--- config.mk ---
export PLATFORM = sky130hd
export DESIGN_NAME = interval_merge_complement
export DESIGN_NICKNAME = d
export VERILOG_FILES = /design/src/design/imc_pkg.sv /design/src/design/imc_core.sv /design/src/design/imc_outq.sv /design/src/design/interval_merge_complement.sv
export SDC_FILE = /design/constraint.sdc
export NUM_CORES = 2
export LEC_CHECK = 0
export ABC_CLOCK_PERIOD_IN_PS = 13700
export BUFFER_PORTS_ARGS = -buffer_cell sky130_fd_sc_hd__buf_2
export CAP_MARGIN = 20
export CELL_PAD_IN_SITES_DETAIL_PLACEMENT = 1
export CELL_PAD_IN_SITES_GLOBAL_PLACEMENT = 1
export CORE_ASPECT_RATIO = 0.6
export CORE_MARGIN = 5
export CORE_UTILIZATION = 40
export DETAILED_ROUTE_END_ITERATION = 10
export PLACE_DENSITY = 0.75
export SLEW_MARGIN = 5
export SYNTH_ARGS = -nofsm -noshare
export SYNTH_HDL_FRONTEND = slang
export SYNTH_HIERARCHICAL = 1
export SYNTH_SLANG_ARGS = --single-unit
export TNS_END_PERCENT = 50
--- constraint.sdc ---
create_clock -name clk -period 13.7 [get_ports clk]
set_clock_uncertainty 0.2 [all_clocks]
set_input_delay 2.74 -clock clk [delete_from_list [all_inputs] [get_ports clk]]
set_output_delay 2.74 -clock clk [all_outputs]
set_load 0.005 [all_outputs]
--- src/design/imc_pkg.sv ---
// Package for the interval merge / complement block.
// Holds the input and result beat types and the configuration register indexes.
// No dependencies.
package imc_pkg;

  localparam int CFG_INDEX_WIDTH = 2;

  localparam logic [CFG_INDEX_WIDTH-1:0] CFG_COMPLEMENT_MODE = 2'd0;
  localparam logic [CFG_INDEX_WIDTH-1:0] CFG_DROP_EMPTY      = 2'd1;
  localparam logic [CFG_INDEX_WIDTH-1:0] CFG_TIME_FLOOR      = 2'd2;
  localparam logic [CFG_INDEX_WIDTH-1:0] CFG_TIME_CEILING    = 2'd3;

  localparam int CFG_DATA_WIDTH = 64;
  localparam int PORT_TIME_WIDTH = 64;

  typedef struct packed {
    logic signed [PORT_TIME_WIDTH-1:0] interval_start;
    logic signed [PORT_TIME_WIDTH-1:0] interval_stop;
    logic                              final_item;
    logic                              no_interval;
  } in_item_t;

  typedef struct packed {
    logic signed [PORT_TIME_WIDTH-1:0] out_start;
    logic signed [PORT_TIME_WIDTH-1:0] out_stop;
    logic                              last_out;
  } out_item_t;

endpackage

--- src/design/imc_core.sv ---
// Merge / complement core: holds the open run and turns one interval beat into
// zero, one or two result beats. Depends on imc_pkg.
module imc_core #(
  parameter int TIME_WIDTH = 64
) (
  input  logic                         clk,
  input  logic                         rst_n,
  input  logic                         go,
  input  imc_pkg::in_item_t            item,
  input  logic                         complement_mode,
  input  logic                         drop_empty,
  input  logic signed [TIME_WIDTH-1:0] time_floor,
  input  logic signed [TIME_WIDTH-1:0] time_ceiling,
  output logic [1:0]                   res_cnt,
  output imc_pkg::out_item_t           res0,
  output imc_pkg::out_item_t           res1
);
  import imc_pkg::*;

  logic                         run_open_r, run_open_nxt;
  logic signed [TIME_WIDTH-1:0] run_start_r, run_start_nxt;
  logic signed [TIME_WIDTH-1:0] run_stop_r, run_stop_nxt;

  logic signed [TIME_WIDTH-1:0] s_t, e_t;
  logic                         have;
  out_item_t                    res [2];
  logic [1:0]                   n;

  assign s_t = item.interval_start[TIME_WIDTH-1:0];
  assign e_t = item.interval_stop[TIME_WIDTH-1:0];

  // A dropped empty interval behaves like an end-marker-only beat.
  assign have = !item.no_interval && !(drop_empty && !(s_t < e_t));

  always_comb begin
    run_open_nxt  = run_open_r;
    run_start_nxt = run_start_r;
    run_stop_nxt  = run_stop_r;
    n             = 2'd0;
    res[0]        = '0;
    res[1]        = '0;

    if (have) begin
      if (!run_open_r) begin
        if (complement_mode) begin
          res[0] = '{out_start: PORT_TIME_WIDTH'(time_floor),
                     out_stop: PORT_TIME_WIDTH'(s_t), last_out: 1'b0};
          n = 2'd1;
        end
        run_open_nxt  = 1'b1;
        run_start_nxt = s_t;
        run_stop_nxt  = e_t;
      end else if (!(run_stop_r < s_t)) begin
        if (run_stop_r < e_t) begin
          run_stop_nxt = e_t;
        end
      end else begin
        if (complement_mode) begin
          res[0] = '{out_start: PORT_TIME_WIDTH'(run_stop_r),
                     out_stop: PORT_TIME_WIDTH'(s_t), last_out: 1'b0};
        end else begin
          res[0] = '{out_start: PORT_TIME_WIDTH'(run_start_r),
                     out_stop: PORT_TIME_WIDTH'(run_stop_r), last_out: 1'b0};
        end
        n = 2'd1;
        run_start_nxt = s_t;
        run_stop_nxt  = e_t;
      end
    end

    if (item.final_item) begin
      if (run_open_nxt) begin
        if (complement_mode) begin
          res[n[0]] = '{out_start: PORT_TIME_WIDTH'(run_stop_nxt),
                        out_stop: PORT_TIME_WIDTH'(time_ceiling), last_out: 1'b1};
        end else begin
          res[n[0]] = '{out_start: PORT_TIME_WIDTH'(run_start_nxt),
                        out_stop: PORT_TIME_WIDTH'(run_stop_nxt), last_out: 1'b1};
        end
        n = n + 2'd1;
      end else if (complement_mode) begin
        res[n[0]] = '{out_start: PORT_TIME_WIDTH'(time_floor),
                      out_stop: PORT_TIME_WIDTH'(time_ceiling), last_out: 1'b1};
        n = n + 2'd1;
      end
      run_open_nxt = 1'b0;
    end
  end

  assign res_cnt = go ? n : 2'd0;
  assign res0    = res[0];
  assign res1    = res[1];

  always_ff @(posedge clk) begin
    if (!rst_n) begin
      run_open_r  <= 1'b0;
      run_start_r <= '0;
      run_stop_r  <= '0;
    end else if (go) begin
      run_open_r  <= run_open_nxt;
      run_start_r <= run_start_nxt;
      run_stop_r  <= run_stop_nxt;
    end
  end

  // Only the end of a list can add a second result, and it is the closing one.
  a_two_results_end: assert property (@(posedge clk) disable iff (!rst_n)
    (res_cnt == 2'd2) |-> (res1.last_out && !res0.last_out && item.final_item))
    else $error("two results without closing last_out");

  a_final_closes: assert property (@(posedge clk) disable iff (!rst_n)
    (go && item.final_item) |=> !run_open_r)
    else $error("run left open after end of list");

  a_first_opens: assert property (@(posedge clk) disable iff (!rst_n)
    (go && have && !item.final_item) |=> run_open_r)
    else $error("interval did not open a run");

endmodule

--- src/design/imc_outq.sv ---
// Three-entry result queue: takes up to two result beats per cycle from the
// core and hands out one per cycle while out_stall is low. Depends on imc_pkg.
module imc_outq (
  input  logic               clk,
  input  logic               rst_n,
  input  logic [1:0]         push_n,
  input  imc_pkg::out_item_t push0,
  input  imc_pkg::out_item_t push1,
  output logic               room,
  output logic               out_valid,
  input  logic               out_stall,
  output imc_pkg::out_item_t out_data
);
  import imc_pkg::*;

  localparam logic [1:0] LAST_SLOT = 2'd2;

  out_item_t  q_r [3];
  logic [1:0] wp_r, wp_nxt;
  logic [1:0] rp_r, rp_nxt;
  logic [1:0] count_r, count_nxt;
  logic [1:0] wp_plus1;
  logic       pop;

  function automatic logic [1:0] slot_inc(input logic [1:0] p);
    slot_inc = (p == LAST_SLOT) ? 2'd0 : p + 2'd1;
  endfunction

  // Room for a full pair regardless of what leaves this cycle.
  assign room      = (count_r <= 2'd1);
  assign out_valid = (count_r != 2'd0);
  assign out_data  = q_r[rp_r];
  assign pop       = out_valid && !out_stall;
  assign wp_plus1  = slot_inc(wp_r);

  always_comb begin
    wp_nxt    = wp_r;
    rp_nxt    = pop ? slot_inc(rp_r) : rp_r;
    count_nxt = count_r + push_n - {1'b0, pop};
    if (push_n == 2'd1) begin
      wp_nxt = wp_plus1;
    end else if (push_n == 2'd2) begin
      wp_nxt = slot_inc(wp_plus1);
    end
  end

  always_ff @(posedge clk) begin
    if (!rst_n) begin
      wp_r    <= 2'd0;
      rp_r    <= 2'd0;
      count_r <= 2'd0;
    end else begin
      wp_r    <= wp_nxt;
      rp_r    <= rp_nxt;
      count_r <= count_nxt;
    end
  end

  always_ff @(posedge clk) begin
    if (push_n != 2'd0) begin
      q_r[wp_r] <= push0;
    end
    if (push_n == 2'd2) begin
      q_r[wp_plus1] <= push1;
    end
  end

  a_push_has_room: assert property (@(posedge clk) disable iff (!rst_n)
    (push_n != 2'd0) |-> (count_r <= 2'd1))
    else $error("result queue overrun");

  a_count_track: assert property (@(posedge clk) disable iff (!rst_n)
    1'b1 |=> (count_r == 2'($past(count_r) + $past(push_n) - {1'b0, $past(pop)})))
    else $error("result queue count mismatch");

endmodule

--- src/design/interval_merge_complement.sv ---
// Interval merge / complement: sorted interval beats in, merged runs or gaps out.
// The input beat is registered, then its results are written into the result queue.
// Throughput: one input beat per cycle while the result queue has room for a pair;
// two results closing a list can stall the input; the queue drains at most one a cycle.
// Reset (synchronous, rst_n low): no run open, queue empty, config to defaults.
module interval_merge_complement #(
  parameter int TIME_WIDTH = 64
) (
  input  logic                                 clk,
  input  logic                                 rst_n,
  input  logic                                 in_valid,
  output logic                                 in_stall,
  input  imc_pkg::in_item_t                    in_data,
  output logic                                 out_valid,
  input  logic                                 out_stall,
  output imc_pkg::out_item_t                   out_data,
  input  logic                                 cfg_we,
  input  logic [imc_pkg::CFG_INDEX_WIDTH-1:0]  cfg_index,
  input  logic [imc_pkg::CFG_DATA_WIDTH-1:0]   cfg_wdata
);
  import imc_pkg::*;

  localparam logic [TIME_WIDTH-1:0] TIME_MIN = {1'b1, {(TIME_WIDTH-1){1'b0}}};
  localparam logic [TIME_WIDTH-1:0] TIME_MAX = {1'b0, {(TIME_WIDTH-1){1'b1}}};

  logic                         complement_mode_r;
  logic                         drop_empty_r;
  logic signed [TIME_WIDTH-1:0] time_floor_r;
  logic signed [TIME_WIDTH-1:0] time_ceiling_r;

  logic      s1_valid_r;
  in_item_t  s1_item_r;
  logic      go;
  logic      room;
  logic [1:0] res_cnt;
  out_item_t res0, res1;

  always_ff @(posedge clk) begin
    if (!rst_n) begin
      complement_mode_r <= 1'b0;
      drop_empty_r      <= 1'b0;
      time_floor_r      <= TIME_MIN;
      time_ceiling_r    <= TIME_MAX;
    end else if (cfg_we) begin
      case (cfg_index)
        CFG_COMPLEMENT_MODE: complement_mode_r <= cfg_wdata[0];
        CFG_DROP_EMPTY:      drop_empty_r      <= cfg_wdata[0];
        CFG_TIME_FLOOR:      time_floor_r      <= cfg_wdata[TIME_WIDTH-1:0];
        CFG_TIME_CEILING:    time_ceiling_r    <= cfg_wdata[TIME_WIDTH-1:0];
        default: ;
      endcase
    end
  end

  // The input register drains into the core whenever the queue has room for a pair.
  assign go       = s1_valid_r && room;
  assign in_stall = s1_valid_r && !room;

  always_ff @(posedge clk) begin
    if (!rst_n) begin
      s1_valid_r <= 1'b0;
    end else if (!in_stall) begin
      s1_valid_r <= in_valid;
    end
  end

  always_ff @(posedge clk) begin
    if (in_valid && !in_stall) begin
      s1_item_r <= in_data;
    end
  end

  imc_core #(
    .TIME_WIDTH(TIME_WIDTH)
  ) u_core (
    .clk             (clk),
    .rst_n           (rst_n),
    .go              (go),
    .item            (s1_item_r),
    .complement_mode (complement_mode_r),
    .drop_empty      (drop_empty_r),
    .time_floor      (time_floor_r),
    .time_ceiling    (time_ceiling_r),
    .res_cnt         (res_cnt),
    .res0            (res0),
    .res1            (res1)
  );

  imc_outq u_outq (
    .clk       (clk),
    .rst_n     (rst_n),
    .push_n    (res_cnt),
    .push0     (res0),
    .push1     (res1),
    .room      (room),
    .out_valid (out_valid),
    .out_stall (out_stall),
    .out_data  (out_data)
  );

endmodule

==> metrics.txt <==
# TYPE chip_impl_metric gauge
chip_impl_info{name="run_status",value="completed"} 1
chip_impl_info{name="clock_tree_from_tritoncts",value="yes"} 1
chip_impl_metric{name="timing_hold_violations_final",unit=""} 0
chip_impl_metric{name="place_inst",unit=""} 5924
chip_impl_metric{name="path_max_fanout",unit=""} 56
chip_impl_metric{name="insertion_delay_to_the_later_sink_of_the_worst_skew_pair",unit="ps"} 680
chip_impl_metric{name="dr.first_iter.drc_count",unit=""} 4798
chip_impl_info{name="most-common-layout-cells",value="638 x nand2_1, 517 x edfxtp_1, 392 x mux2_2"} 1
chip_impl_metric{name="mappedNetlistArea",unit="um2"} 45000
chip_impl_metric{name="crit_required",unit="ps"} 13780
chip_impl_metric{name="start_util",unit="%"} 40.2
chip_impl_info{name="synth_top_flop_cell",value="edfxtp_1"} 1
chip_impl_metric{name="final-instance-count-excl-fill",unit=""} 6081
chip_impl_metric{name="yosys_register_bits",unit=""} 785
chip_impl_metric{name="grt_antenna_before_repair",unit=""} 9
chip_impl_info{name="hold_path.startpoint",value="time_floor_r[32]$_SDFFE_PN0P_"} 1
chip_impl_info{name="mostFrequentLayoutCell",value="nand2_1"} 1
chip_impl_metric{name="postRouteAntennaNets",unit=""} 0
chip_impl_metric{name="die_h",unit="um"} 270
chip_impl_metric{name="setup.reg_to_reg.worst_slack",unit="ps"} 4570
chip_impl_info{name="crit-reg2reg-capture",value="u_outq/q_r[2][27]$_DFFE_PP_"} 1
chip_impl_info{name="root_buffer",value="clkbuf_16"} 1
chip_impl_metric{name="num-nets-final",unit=""} 4905
chip_impl_metric{name="power.leakage",unit="nW"} 19.1
chip_impl_metric{name="finalWorstPathRequiredPeriod",unit="ps"} 9130
chip_impl_info{name="grt_setup_unrepaired",value="false"} 1
chip_impl_metric{name="firstDrtPassIters",unit=""} 6
chip_impl_metric{name="path_clk_slew",unit="ps"} 60
chip_impl_metric{name="synth.lib_cells_used.distinct",unit=""} 79
chip_impl_metric{name="finalCritPeriodShare",unit="%"} 66.6
chip_impl_metric{name="via_count_of_the_first_global_routing_pass",unit=""} 38700
chip_impl_metric{name="post_drt_wl_per_cell",unit="um"} 30.5
chip_impl_metric{name="vias_per_cell",unit=""} 6.31
chip_impl_metric{name="postSynthCellCount",unit=""} 4353
chip_impl_metric{name="detail_route.drc_violations",unit=""} 0
chip_impl_metric{name="min_delay_path_depth",unit=""} 2
chip_impl_metric{name="cts_bufs_inserted",unit=""} 82
chip_impl_metric{name="design.portCount",unit=""} 332
chip_impl_metric{name="core-area",unit="um2"} 112000
chip_impl_metric{name="routed-via-count",unit=""} 38300
chip_impl_metric{name="ir_worst_vdd",unit="mV"} 0.0750
chip_impl_metric{name="max_cap_viol_count",unit=""} 0
chip_impl_metric{name="r2r_cells",unit=""} 18
chip_impl_metric{name="die_ar",unit="um2"} 120000
chip_impl_metric{name="postCtsSetupBuffers",unit=""} 0
chip_impl_metric{name="die_w",unit="um"} 443
chip_impl_metric{name="rows",unit=""} 95
chip_impl_metric{name="port_buffers",unit=""} 331
chip_impl_metric{name="place_congestion",unit=""} 0.915
chip_impl_metric{name="maxSlewViolCount",unit=""} 0
chip_impl_metric{name="area_growth",unit="%"} 11.9
chip_impl_metric{name="syn_area_per_cell",unit="um2"} 10.3
chip_impl_metric{name="drive_above_1_share",unit="%"} 21.2
chip_impl_metric{name="slew-limit-headroom",unit="%"} 18.5
chip_impl_metric{name="wire_length_after_detailed_routing",unit="um"} 185000
chip_impl_info{name="r2r_start",value="s1_item_r[33]$_DFFE_PP_"} 1
chip_impl_metric{name="tritoncts_num_sinks",unit=""} 785
chip_impl_info{name="path_class",value="reg -> reg"} 1
chip_impl_metric{name="power_density",unit="nW/um2"} 115
chip_impl_info{name="worstHoldEndpoint",value="time_floor_r[32]$_SDFFE_PN0P_"} 1
chip_impl_metric{name="hpwlAfterDp",unit="um"} 117000
chip_impl_metric{name="holdBufCountCts",unit=""} 0
chip_impl_info{name="startpoint_type",value="flip-flop"} 1
chip_impl_metric{name="critPathArrivalTime",unit="ps"} 9210
chip_impl_metric{name="grt_first_pass_wirelength",unit="um"} 268000
chip_impl_info{name="hold_class",value="reg -> reg"} 1
chip_impl_metric{name="ys_seq_area_share",unit="%"} 46.4
chip_impl_metric{name="synth_nets",unit=""} 4749
chip_impl_metric{name="maximum_number_of_pins_on_one_net_before_global_route_repair",unit=""} 160
chip_impl_metric{name="setup_tns",unit="ps"} 0
chip_impl_metric{name="synthesis.yosys.warnings",unit=""} 6
chip_impl_metric{name="global_route.usage.total",unit="%"} 29.7
chip_impl_metric{name="setup_viol_count_final",unit=""} 0
chip_impl_info{name="cp-end-kind",value="flip-flop"} 1
chip_impl_metric{name="count_of_flip_flops_with_a_built_in_enable_after_synthesis",unit=""} 517
chip_impl_metric{name="h-tree-depth",unit=""} 3
chip_impl_metric{name="cts.path.max_buffers",unit=""} 3
chip_impl_metric{name="globalRouteOverflowTotal",unit=""} 0
chip_impl_metric{name="resized_after_cts",unit=""} 0
chip_impl_metric{name="achievable-frequency",unit="MHz"} 110
chip_impl_metric{name="synthArstFlopShare",unit="%"} 0
chip_impl_metric{name="worst_tran_pin_value",unit="ps"} 1220
[cell type report]
type | count | area [um2]
antenna | 2 | 5.00
clock buffer | 110 | 2260
clock inverter | 41 | 479
fill | 12300 | 61500
inverter | 204 | 772
multi-input combinational | 3036 | 21800
sequential | 785 | 20900
tap | 1503 | 1880
timing repair buffer | 400 | 2300
[per-stage QoR]
step	cell area [um2]	power [mW]	hold WS (ps)	util, %	setup slack [ps]
after CTS	50300	5.80	260	45.0	4920
after detailed placement	47500	3.45	248	42.5	4940
after global routing	50400	5.97	285	45.0	4390
final	50400	5.79	261	45.0	4570
after floorplan	45000	3.15	235	-	-120
after global placement	47500	3.43	245	42.5	5170
[cell usage after synthesis, types with 18 or more instances]
cell type	number	share of area (%)
a221o_1	66	1.5
o21ai_0	255	2.8
o221ai_1	41	0.80
buf_4	20	0.33
a21boi_0	18	0.30
a21oi_1	302	3.4
nand2_1	645	5.4
inv_1	203	1.7
and2_1	48	0.67
nand3_1	45	0.50
ha_1	195	5.4
mux2i_1	305	6.8
o21a_1	26	0.43
o211ai_1	115	1.9
a22oi_1	58	0.97
mux2_2	392	9.8
buf_1	22	0.18
clkbuf_1	129	1.1
a211oi_1	52	0.87
nor2_1	167	1.4
nand4_1	96	1.3
edfxtp_1	517	34
dfxtp_1	268	12
buf_2	120	1.3
o2bb2ai_1	39	0.76
buf_6	37	0.93
[per-layer routing]
metal  GRT usage, %  share of wire (%)  vias to the layer above
li1               -                  -                    16400
met1           43.4                 45                    19500
met2           43.6                 42                     2102
met3           5.78                9.5                      353
met4           10.3                3.7                        8
met5              0              0.032                        -
[worst max path at each step]
| stage | startpoint | to | cells after the start |
|---|---|---|---|
| 2_1_floorplan | s1_item_r[99]$_DFFE_PP_ | u_outq/q_r[0][0]$_DFFE_PP_ | 16 |
| 3_3_place_gp | s1_item_r[33]$_DFFE_PP_ | u_outq/q_r[2][108]$_DFFE_PP_ | 18 |
| 3_5_place_dp | s1_item_r[32]$_DFFE_PP_ | u_outq/q_r[2][46]$_DFFE_PP_ | 18 |
| 4_1_cts | s1_item_r[33]$_DFFE_PP_ | u_outq/q_r[2][29]$_DFFE_PP_ | 18 |
| 5_1_grt | s1_item_r[32]$_DFFE_PP_ | u_outq/q_r[2][27]$_DFFE_PP_ | 18 |
| 6_report | s1_item_r[33]$_DFFE_PP_ | u_outq/q_r[2][27]$_DFFE_PP_ | 18 |
[power breakdown]
group | switching (mW) | internal [mW]
Sequential | 0.0788 | 2.62
Clock | 1.02 | 1.35
Combinational | 0.485 | 0.242
[flip-flops by register name, indices dropped and copies added, names as in the netlist, named ones only]
signal	count
u_outq/q_r	387
s1_item_r	130
time_ceiling_r	64
time_floor_r	64
u_core/run_start_r	64
u_core/run_stop_r	64
u_outq/count_r	2
u_outq/rp_r	2
u_outq/wp_r	2
complement_mode_r	1
drop_empty_r	1
s1_valid_r	1
u_core/run_open_r	1
[cell families after synthesis]
family / share of synthesized area, %
adder cells (fa/ha/maj): 5.42
AND/OR/NAND/NOR: 10.5
buffers and inverters: 5.55
XOR/XNOR: 0.0584
flip-flops: 46.4
multiplexers: 16.6
AO/OA/AOI/OAI: 15.4
[worst max-delay path: stages (launching register included)]
cell and delay [ps]:
edfxtp_1 400, inv_1 100, ha_1 350, nand4_1 150, nor3_1 390, nand3_1 340
a311oi_1 950, o311ai_2 260, nand2_4 830, nand2_1 550, o211ai_1 310, o21ai_0 110
and2_1 200, inv_1 90, ha_1 310, nand3b_4 610, nand2_4 880, buf_4 630
buf_4 880
No activity file was read; power rests on OpenSTA's default activity.
